<file path="config.mk">
export PLATFORM = sky130hd
export DESIGN_NAME = window_peak_and_mean_core_flat
export DESIGN_NICKNAME = d
export VERILOG_FILES = /design/src/rtl/wpm_pkg.sv /design/src/rtl/wpm_if.sv /design/src/rtl/wpm_ctrl.sv /design/src/rtl/wpm_datapath.sv /design/src/rtl/window_peak_and_mean_core.sv /design/src/flat_wrapper.sv
export SDC_FILE = /design/constraint.sdc
export NUM_CORES = 1
export LEC_CHECK = 0
export BUFFER_PORTS_ARGS = -buffer_cell sky130_fd_sc_hd__buf_4
export CORE_UTILIZATION = 56
export CTS_CLUSTER_SIZE = 40
export DETAILED_ROUTE_END_ITERATION = 12
export GPL_TIMING_DRIVEN = 0
export PLACE_DENSITY_LB_ADDON = 0.05
export SLEW_MARGIN = 20
export SYNTH_ARGS = -nofsm -noshare
export SYNTH_HDL_FRONTEND = slang
export SYNTH_SLANG_ARGS = --single-unit
</file>
<file path="constraint.sdc">
create_clock -name clk -period 3.2 [get_ports clk]
set_clock_uncertainty 0.2 [all_clocks]
set_input_delay 0.32 -clock clk [delete_from_list [all_inputs] [get_ports clk]]
set_output_delay 0.32 -clock clk [all_outputs]
set_load 0.02 [all_outputs]
</file>
<file path="src/rtl/wpm_pkg.sv">
// shared constants, types and control structs for the window peak and mean block
package wpm_pkg;

    localparam int WINDOW_SLOTS = 48;
    localparam int SLOT_W       = 6;
    localparam int DATA_W       = 16;
    localparam int IDX_W        = $clog2(WINDOW_SLOTS);
    localparam int CNT_W        = $clog2(WINDOW_SLOTS + 1);
    localparam int SUM_W        = DATA_W + IDX_W;
    localparam int DIV_CNT_W    = $clog2(DATA_W);

    typedef logic [SLOT_W-1:0]    slot_t;
    typedef logic [DATA_W-1:0]    data_t;
    typedef logic [IDX_W-1:0]     idx_t;
    typedef logic [CNT_W-1:0]     cnt_t;
    typedef logic [SUM_W-1:0]     sum_t;
    typedef logic [IDX_W-1:0]     rem_t;
    typedef logic [IDX_W:0]       trial_t;
    typedef logic [DIV_CNT_W-1:0] div_cnt_t;

    typedef struct packed {
        logic accept;
        logic sweep_read;
        logic div_load;
        logic div_step;
        logic out_load;
    } cmd_t;

    typedef struct packed {
        logic sweep_last;
        logic div_last;
    } sts_t;

endpackage

</file>
<file path="src/rtl/wpm_if.sv">
// request and result channel interfaces
interface wpm_in_if
    import wpm_pkg::*;
();
    logic  valid;
    logic  ready;
    slot_t slot;
    data_t sample_value;
    logic  window_full;

    modport source (output valid, output slot, output sample_value, output window_full,
                    input ready);
    modport sink   (input valid, input slot, input sample_value, input window_full,
                    output ready);
endinterface

interface wpm_out_if
    import wpm_pkg::*;
();
    logic  valid;
    logic  ready;
    data_t peak_value;
    data_t mean_value;

    modport source (output valid, output peak_value, output mean_value, input ready);
    modport sink   (input valid, input peak_value, input mean_value, output ready);
endinterface

</file>
<file path="src/rtl/wpm_ctrl.sv">
// sequencer for store, ring sweep, division and result handoff
module wpm_ctrl
    import wpm_pkg::*;
(
    input  logic clk,
    input  logic rst_n,
    input  logic in_valid,
    output logic in_ready,
    output logic out_valid,
    input  logic out_ready,
    input  sts_t sts,
    output cmd_t cmd
);

    typedef enum logic [2:0] {
        ST_IDLE,
        ST_SWEEP,
        ST_TAIL,
        ST_DIV_LOAD,
        ST_DIV,
        ST_DONE
    } state_t;

    state_t state_reg;
    state_t state_next;
    logic   out_valid_reg;
    logic   out_valid_next;
    logic   out_free;

    assign out_free  = !out_valid_reg || out_ready;
    assign in_ready  = (state_reg == ST_IDLE);
    assign out_valid = out_valid_reg;

    always_comb
    begin
        state_next     = state_reg;
        out_valid_next = out_valid_reg && !out_ready;
        cmd            = '0;
        cmd.accept     = in_valid && in_ready;
        case (state_reg)
            ST_IDLE:
            begin
                if (in_valid)
                begin
                    state_next = ST_SWEEP;
                end
            end
            ST_SWEEP:
            begin
                cmd.sweep_read = 1'b1;
                if (sts.sweep_last)
                begin
                    state_next = ST_TAIL;
                end
            end
            // last read word is folded into the sums here
            ST_TAIL:
            begin
                state_next = ST_DIV_LOAD;
            end
            ST_DIV_LOAD:
            begin
                cmd.div_load = 1'b1;
                state_next   = ST_DIV;
            end
            ST_DIV:
            begin
                cmd.div_step = 1'b1;
                if (sts.div_last)
                begin
                    state_next = ST_DONE;
                end
            end
            ST_DONE:
            begin
                if (out_free)
                begin
                    cmd.out_load   = 1'b1;
                    out_valid_next = 1'b1;
                    state_next     = ST_IDLE;
                end
            end
            default:
            begin
                state_next = ST_IDLE;
            end
        endcase
    end

    always_ff @(posedge clk or negedge rst_n)
    begin
        if (!rst_n)
        begin
            state_reg     <= ST_IDLE;
            out_valid_reg <= 1'b0;
        end
        else
        begin
            state_reg     <= state_next;
            out_valid_reg <= out_valid_next;
        end
    end

endmodule

</file>
<file path="src/rtl/wpm_datapath.sv">
// sample ring memory, peak and sum accumulators, restoring divider, result register
module wpm_datapath
    import wpm_pkg::*;
(
    input  logic  clk,
    input  logic  rst_n,
    input  cmd_t  cmd,
    output sts_t  sts,
    input  slot_t slot,
    input  data_t sample_value,
    input  logic  window_full,
    output data_t peak_value,
    output data_t mean_value
);

    data_t                   ring_mem [WINDOW_SLOTS];
    logic [WINDOW_SLOTS-1:0] written_reg;

    idx_t     rd_addr_reg;
    idx_t     rd_idx_reg;
    logic     rd_pend_reg;
    logic     rd_ok_reg;
    data_t    rd_data_reg;
    cnt_t     count_reg;
    cnt_t     count_next;
    data_t    peak_reg;
    sum_t     sum_reg;
    rem_t     rem_reg;
    data_t    quo_reg;
    div_cnt_t div_cnt_reg;
    data_t    peak_out_reg;
    data_t    mean_out_reg;

    logic     slot_ok;
    data_t    rd_value;
    trial_t   trial;
    logic     trial_ge;

    assign slot_ok  = (int'(slot) < WINDOW_SLOTS);
    assign rd_value = rd_ok_reg ? rd_data_reg : '0;
    assign trial    = {rem_reg, quo_reg[DATA_W-1]};
    assign trial_ge = (trial >= trial_t'(count_reg));

    assign sts.sweep_last = (rd_addr_reg == idx_t'(WINDOW_SLOTS - 1));
    assign sts.div_last   = (div_cnt_reg == div_cnt_t'(DATA_W - 1));

    assign peak_value = peak_out_reg;
    assign mean_value = mean_out_reg;

    // a full window or an out-of-range slot averages over the whole ring, else slots 0 to slot
    always_comb
    begin
        if (window_full || !slot_ok)
        begin
            count_next = cnt_t'(WINDOW_SLOTS);
        end
        else
        begin
            count_next = cnt_t'(slot) + cnt_t'(1);
        end
    end

    always_ff @(posedge clk)
    begin
        if (cmd.accept && slot_ok)
        begin
            ring_mem[idx_t'(slot)] <= sample_value;
        end
        rd_data_reg <= ring_mem[rd_addr_reg];
    end

    always_ff @(posedge clk or negedge rst_n)
    begin
        if (!rst_n)
        begin
            written_reg <= '0;
            rd_addr_reg <= '0;
            rd_pend_reg <= 1'b0;
            rd_ok_reg   <= 1'b0;
            div_cnt_reg <= '0;
        end
        else
        begin
            if (cmd.accept && slot_ok)
            begin
                written_reg[idx_t'(slot)] <= 1'b1;
            end
            rd_pend_reg <= cmd.sweep_read;
            rd_ok_reg   <= written_reg[rd_addr_reg];
            if (cmd.accept)
            begin
                rd_addr_reg <= '0;
            end
            else if (cmd.sweep_read)
            begin
                rd_addr_reg <= rd_addr_reg + idx_t'(1);
            end
            if (cmd.div_load)
            begin
                div_cnt_reg <= '0;
            end
            else if (cmd.div_step)
            begin
                div_cnt_reg <= div_cnt_reg + div_cnt_t'(1);
            end
        end
    end

    always_ff @(posedge clk)
    begin
        rd_idx_reg <= rd_addr_reg;
        if (cmd.accept)
        begin
            count_reg <= count_next;
            peak_reg  <= '0;
            sum_reg   <= '0;
        end
        else if (rd_pend_reg)
        begin
            if (rd_value > peak_reg)
            begin
                peak_reg <= rd_value;
            end
            if (cnt_t'(rd_idx_reg) < count_reg)
            begin
                sum_reg <= sum_reg + sum_t'(rd_value);
            end
        end
        // quotient fits in DATA_W bits, so the top sum bits start as the remainder
        if (cmd.div_load)
        begin
            rem_reg <= sum_reg[SUM_W-1:DATA_W];
            quo_reg <= sum_reg[DATA_W-1:0];
        end
        else if (cmd.div_step)
        begin
            if (trial_ge)
            begin
                rem_reg <= rem_t'(trial - trial_t'(count_reg));
            end
            else
            begin
                rem_reg <= trial[IDX_W-1:0];
            end
            quo_reg <= {quo_reg[DATA_W-2:0], trial_ge};
        end
        if (cmd.out_load)
        begin
            peak_out_reg <= peak_reg;
            mean_out_reg <= quo_reg;
        end
    end

endmodule

</file>
<file path="src/rtl/window_peak_and_mean_core.sv">
// Window peak and mean core: each request stores a 16-bit sample in one of 48 ring slots
// (a slot of 48 or above leaves the ring unchanged), then sweeps the ring once to find the
// largest value and the sum of the averaged slots, and divides that sum by the slot count
// with a one-bit-per-cycle restoring divider. A request passes through these steps in order:
// the idle state in which it is taken, ring reads of all 48 slots through the single memory
// read port, a tail state that finishes the sums, a state that loads the divider, 16 divider
// steps, and a done state that loads the result register. If the previous result
// has not been taken when the division ends, loading the new one waits until it is. The
// result stays in its register until taken while the next request is already accepted and
// worked on. The ring reads as zero after reset through per-slot written flags, so no
// clearing pass is needed.
module window_peak_and_mean_core
    import wpm_pkg::*;
(
    input  logic        clk,
    input  logic        rst_n,
    wpm_in_if.sink      in_ch,
    wpm_out_if.source   out_ch
);

    cmd_t cmd;
    sts_t sts;

    wpm_ctrl u_ctrl (
        .clk       (clk),
        .rst_n     (rst_n),
        .in_valid  (in_ch.valid),
        .in_ready  (in_ch.ready),
        .out_valid (out_ch.valid),
        .out_ready (out_ch.ready),
        .sts       (sts),
        .cmd       (cmd)
    );

    wpm_datapath u_datapath (
        .clk          (clk),
        .rst_n        (rst_n),
        .cmd          (cmd),
        .sts          (sts),
        .slot         (in_ch.slot),
        .sample_value (in_ch.sample_value),
        .window_full  (in_ch.window_full),
        .peak_value   (out_ch.peak_value),
        .mean_value   (out_ch.mean_value)
    );

endmodule

</file>
<file path="src/flat_wrapper.sv">
// flat-port wrapper written by rule: the top's interface ports become plain ports
module window_peak_and_mean_core_flat import wpm_pkg::*;
  (clk, rst_n, in_ch_valid, in_ch_slot, in_ch_sample_value, in_ch_window_full, in_ch_ready, out_ch_valid, out_ch_peak_value, out_ch_mean_value, out_ch_ready);
  wpm_in_if in_ch_i ();
  wpm_out_if out_ch_i ();
  input  logic clk;
  input  logic rst_n;
  input wire logic [$bits(in_ch_i.valid)-1:0] in_ch_valid;
  input wire logic [$bits(in_ch_i.slot)-1:0] in_ch_slot;
  input wire logic [$bits(in_ch_i.sample_value)-1:0] in_ch_sample_value;
  input wire logic [$bits(in_ch_i.window_full)-1:0] in_ch_window_full;
  output wire logic [$bits(in_ch_i.ready)-1:0] in_ch_ready;
  output wire logic [$bits(out_ch_i.valid)-1:0] out_ch_valid;
  output wire logic [$bits(out_ch_i.peak_value)-1:0] out_ch_peak_value;
  output wire logic [$bits(out_ch_i.mean_value)-1:0] out_ch_mean_value;
  input wire logic [$bits(out_ch_i.ready)-1:0] out_ch_ready;
  assign in_ch_i.valid = in_ch_valid;
  assign in_ch_i.slot = in_ch_slot;
  assign in_ch_i.sample_value = in_ch_sample_value;
  assign in_ch_i.window_full = in_ch_window_full;
  assign in_ch_ready = in_ch_i.ready;
  assign out_ch_valid = out_ch_i.valid;
  assign out_ch_peak_value = out_ch_i.peak_value;
  assign out_ch_mean_value = out_ch_i.mean_value;
  assign out_ch_i.ready = out_ch_ready;
  window_peak_and_mean_core u_core (.clk(clk), .rst_n(rst_n), .in_ch(in_ch_i), .out_ch(out_ch_i));
endmodule
</file>
# Yosys cells after proc, flatten, opt, wreduce, memory -nomap -nowiden
# Memories as Yosys holds them, arrays and structs flattened. A register that Yosys moved wholly into a read port is not among the register bits.
# Index checks and enable logic that the tools add are counted.
dict set report totals {
  mem_count 1
  regBits 168
  output_inout_bits 34
  wordCells 83
  mem_bits_rw 768
  in_bits 27
}
# name depth width read_ports rd_clocked_by_memory_dff write_ports line
set mem_list {}
lappend mem_list {u_core.u_datapath.ring_mem 48 16 1 1 1 wpm_datapath.sv:16} ;# data_t ring_mem [WINDOW_SLOTS];
dict set report op_classes {
  addsub 5
  n_reduce_logical 15
  bitwise 1
  magnitude_cmp 7
  n_eq_ne 11
  mux 28
}
# operator n
set ops {}
lappend ops {{$mux 16} 3}
lappend ops {{$or 48x48->48} 1}
lappend ops {{$mux 6} 5}
lappend ops {{$add 22x16->22} 1}
lappend ops {{$pmux 3 s6} 1}
lappend ops {{$gt 16x16->1} 1}
lappend ops {{$lt 6x7->1 const B} 2}
lappend ops {{$add 6x1->6 const B} 2}
lappend ops {{$mux 3} 4}
lappend ops {{$mux 1} 11}
lappend ops {{$mux 4} 2}
lappend ops {{$ge 7x6->1} 1}
lappend ops {{$bmux 1 s6} 1}
lappend ops {{$demux 1 s6} 1}
lappend ops {{$eq 3x2->1 const B} 2}
lappend ops {{$eq 3x3->1 const B} 2}
lappend ops {{$eq 6x6->1 const B} 1}
lappend ops {{$ge 6x1->1 const B} 1}
lappend ops {{$lt 6x6->1} 1}
lappend ops {{$lt 6x6->1 const B} 1}
lappend ops {{$sub 6x6->6} 1}
lappend ops {{$add 4x1->4 const B} 1}
lappend ops {{$eq 4x4->1 const B} 1}
lappend ops {{$logic_and 1x1->1} 4}
lappend ops {{other kinds (9)} 16}

# Longest topological paths before layout
dict set report logic_depth {
  depth_word 5
  depth_mapped 16
}

# Modules after synthesis
# A second synthesis with hierarchy kept.
dict set report hier_totals {
  hier_cells 2028
  area_unflattened_um2 38415.6
}
# mod cells_each area_each_um2 seq_area_each_um2 n_inst
set by_module_without_submodules {}
lappend by_module_without_submodules {wpm_datapath 1999 38155.3 27566.4 1}
lappend by_module_without_submodules {wpm_ctrl 29 260.2 100.1 1}

# Worst setup path after synthesis
# OpenSTA, ideal clock, no wires.
dict set report synth_timing {
  path_kind {register to register}
  from {register u_core.u_datapath.rd_ok_reg}
  to {register u_core.u_datapath.sum_reg[18]}
  arrival_time_ps 3260
  slack_ps -320
  t_required_ps 2941
  period_less_slack_ps 3520
  path_buffers 4
  stages_incl_launch_ff 17
  setup_time_ps 59
  path_cell_list {dfrtp_1 buf_6 buf_2 buf_2 clkbuf_1 nand2_1 inv_1 ha_1 ha_1 a31oi_1 o32ai_2 a31o_1 maj3_2 nor4_1 or2_1 or4_1 nand2_1}
}
dict set report synth_via {
  elab_chain_cells 2
}
# item line
set synth_rtl {}
lappend synth_rtl {{start: declaration} wpm_datapath.sv:22} ;# logic rd_ok_reg;
lappend synth_rtl {{start signal: assignment} wpm_datapath.sv:89} ;# rd_ok_reg <= written_reg[rd_addr_reg];
lappend synth_rtl {{$mux 16} wpm_datapath.sv:40} ;# assign rd_value = rd_ok_reg ? rd_data_reg : '0;
lappend synth_rtl {{named net u_core.u_datapath.rd_value[0]} wpm_datapath.sv:35} ;# data_t rd_value;
lappend synth_rtl {{$add 22x16->22} wpm_datapath.sv:126} ;# sum_reg <= sum_reg + sum_t'(rd_value);
lappend synth_rtl {{end signal: assignment} wpm_datapath.sv:126}
lappend synth_rtl {{end: declaration} wpm_datapath.sv:27} ;# sum_t sum_reg;
# The timed path passes the listed nets, and every way through them passes these cells.
# A chain may end at the register's enable or synchronous reset.

==> impl_results.md <==
* Distinct cells, synth at 82
* Vias in the first global route at 20391
* Commonest non-fill, non-tap cell in the layout: edfxtp_1
* Placeable Area at 67400 sq um
* CTS tree: done
* Total gr overflow at 0
* Max rail drop VDD at 0.550 mV
* Total track usage at 27.5%
* Storage cell area at 27700 sq um
* Register area share after synthesis at 72.4%
* P_leak at 15.3 nW
* Synth warn at 0
* Routed WL at 94300 um
* Outcome: finished with violations
* Die X at 263 um
* Initial Utilization at 56.7%
* Nets at 2361
* Clock buffer depth at 3
* Total clock sinks at 952
* Crit path DAT at 3.51 ns
* Psw at 0.0115 W
* Multi-input gate area at 10700 sq um
* Routability cong. at 0.858
* Port Buffers at 57
* Synthesized area per cell at 18.8 sq um
* Power Dens Cells at 823 nW/um^2
* Most frequent CP cell: mux4_2
* Area grow syn2layout at 18.2%
* Min cycle time layout at 3.21 ns
* Clock power frac at 30.6%
* Switch share at 30.8%
* Slew headroom at 23.3%
* Final HPWL DP at 60300 um
* Tot Pwr at 0.0371 W
* Num rows at 95
* ANT nets after route at 0
* Worst-path fanout max at 10
* Number of synthesized register bits at 952
* Critical Path RT at 3.50 ns
* Max incr delay on CP at 0.60 ns
* Filler instances at 4386
* Failing checks: setup timing
* Skew-Pair Late Insertion Delay at 0.65 ns
* I/O pins at 61
* Placed cell count at 2990
* Fmax at 311 MHz
* Cell internal pwr at 0.0257 W
* Die height at 263 um
* Flop pwr share at 38.6%
* CTS buffer count at 97
* Tcrit/Tclk final at 100%
* DRT Pass-1 Iters at 6
* Hold Crit Class: in2reg
* Largest net degree at the start of global routing at 65
* Critical Path Start Type: flip-flop
* CP Cell Sequence: buf_2 > clkbuf_1 > mux4_2 > mux4_2 > mux2i_2 > o21ai_0
* CTS Root Cell: clkbuf_16
* Combinational share of power at 30.8%
* Syn Inst Count at 2028
* Placed inst area at 40400 sq um
* Number of flip-flops in the largest register at 768
* Fraction of layout cells with a size suffix above 1 at 33.0%
* Final setup margin at -0.0118 ns
* Max-Cap Viols at 0
* First-pass GRT wire length at 136000 um
* Fin util at 67.0%
* Worst-Margin Slew at 1.15 ns
* DRC violations left at 0
* Fin cells at 3257
* Commonest cells after routing, fill and taps aside: edfxtp_1, mux4_2, nand2_1
* # diodes at 0
* Die area at 69300 sq um
* Post-synth EDFFs at 828
* Fraction of registers with async set/reset at 6.72%
* Iteration-0 DRC Markers at 2154
* CP max stage cell: clkbuf_1
* Clock slew at reported path FFs at 0.06 ns
* H-tree levels at 3
* Final Hold Vio Count at 0
* Slew Limit Fails at 0
* Vias after detailed routing at 20443
* Final setup vio count at 1
* Syn Std Cell Area at 38200 sq um
* WL/cell at 29.0 um
* Cell area after layout at 45100 sq um
* Hold Slack at 0.0198 ns
* Post-synth top flop: edfxtp_1
* Setup crit end kind: flip-flop
* Initial antenna violation count at 2
* Via density per instance at 6.28
* RSZ-0062 raised after global routing: yes
* Synth Net Count at 2088
* Crit path kind: reg2reg
synthesized netlist by cell type, types with 5 or more instances:
cell type / n / area share, %
buf_1: 18 / 0.18
buf_2: 22 / 0.29
nor3_1: 13 / 0.17
a31oi_1: 6 / 0.098
edfxtp_1: 828 / 65
or3_1: 15 / 0.25
a21oi_1: 47 / 0.62
mux2i_1: 39 / 1.0
xor2_1: 11 / 0.25
or2_2: 43 / 0.70
nor3b_1: 5 / 0.098
ha_1: 32 / 1.0
nand2_1: 137 / 1.3
o21ai_0: 51 / 0.67
or2_1: 9 / 0.15
nand4_1: 7 / 0.11
clkbuf_1: 63 / 0.62
nor2_1: 90 / 0.88
nand2b_1: 7 / 0.11
nor2b_1: 5 / 0.082
xnor2_1: 21 / 0.48
mux4_2: 255 / 15
a21o_1: 16 / 0.31
inv_1: 26 / 0.26
dfxtp_1: 60 / 3.1
and2_1: 10 / 0.16
nand3b_1: 9 / 0.18
dfrtp_1: 64 / 4.2
o21ai_1: 5 / 0.065
nand3_1: 29 / 0.38
a31o_2: 6 / 0.14
path summary, 6_finish.rpt:
path,slack (ns),cells past startpoint,start,endpoint
min in group asynchronous,0.12,2,rst_n,u_core.u_ctrl.state_reg[0]$_DFFE_PN0P_
worst min register to register,0.17,0,u_core.u_datapath.rd_addr_reg[2]$_DFFE_PN0P_,u_core.u_datapath.rd_idx_reg[2]$_DFF_P_
worst max-delay path,-0.01,6,u_core.u_datapath.rd_addr_reg[1]$_DFFE_PN0P_,u_core.u_datapath.rd_data_reg[8]$_DFF_P_
worst min-delay path,0.02,1,in_ch_sample_value[5],u_core.u_datapath.ring_mem[20][5]$_DFFE_PP_
max in group asynchronous,2.00,2,rst_n,u_core.u_datapath.rd_ok_reg$_DFF_PN0_
worst max register to register,-0.01,6,u_core.u_datapath.rd_addr_reg[1]$_DFFE_PN0P_,u_core.u_datapath.rd_data_reg[8]$_DFF_P_
stage by stage:
stage / TNS, ns / worst slack (ns)
6_report: -0.0118 / -0.0118
2_1_floorplan: 0 / 0.0176
5_1_grt: -0.0785 / -0.0354
3_5_place_dp: -94.85 / -1.29
4_1_cts: -6.80 / -0.196
3_3_place_gp: -538.68 / -1.31
power groups by stage:
stage	clock [W]	sequential [W]	combinational [W]
after CTS	0.0115	0.0143	0.0111
after global placement	0	0.0146	0.0106
after floorplan	0	0.0144	0.00710
after detailed placement	0	0.0146	0.0107
final	0.0114	0.0144	0.0114
after global routing	0.0120	0.0144	0.0120
critical path, delay by kind of cell (launching register included):
kind	cells	cell delay (ns)
AO/OA/AOI/OAI	1	0.18
flip-flops	1	0.37
buffers and inverters	2	0.93
multiplexers	3	1.38
kinds of logic after synthesis:
family | Yosys count | share of synthesized area [%]
AOI/OAI and AO/OA | 172 | 2.90
xor gates and xnor gates | 32 | 0.733
adders and majority gates | 36 | 1.18
buffers and inverters | 138 | 1.53
DFF | 952 | 72.4
muxes | 296 | 16.1
and+or+nand+nor | 402 | 5.13
repair_timing:
| item | 4_1_cts | 5_1_grt |
|---|---|---|
| hold endpoints to repair | 400 | 4 |
| gates resized for setup | 106 | 75 |
| gates cloned | 0 | 0 |
| pin swaps | 29 | 27 |
| setup endpoints to repair | 669 | 510 |
| buffers inserted | 43 | 26 |
| hold buffers | 18 | 1 |
layer usage:
layer / wire [um] / part of all wire, % / up-vias / global-route usage, %
li1: - / - / 8680 / -
met2: 45500 / 48 / 841 / 43.1
met5: 0 / 0 / - / 0
met3: 6810 / 7.2 / 125 / 5.25
met4: 2430 / 2.6 / 0 / 7.63
met1: 39600 / 42 / 10797 / 40.1
cell type report:
cell class,count,area share [%]
Sequential cell,952,61.3
Multi-Input combinational cell,938,23.6
Clock buffer,127,5.78
Timing Repair Buffer,177,3.91
Tap cell,873,2.42
Buffer,107,1.44
Clock inverter,55,1.32
Inverter,28,0.241
Note: power is estimated with default switching activity, not from simulation.
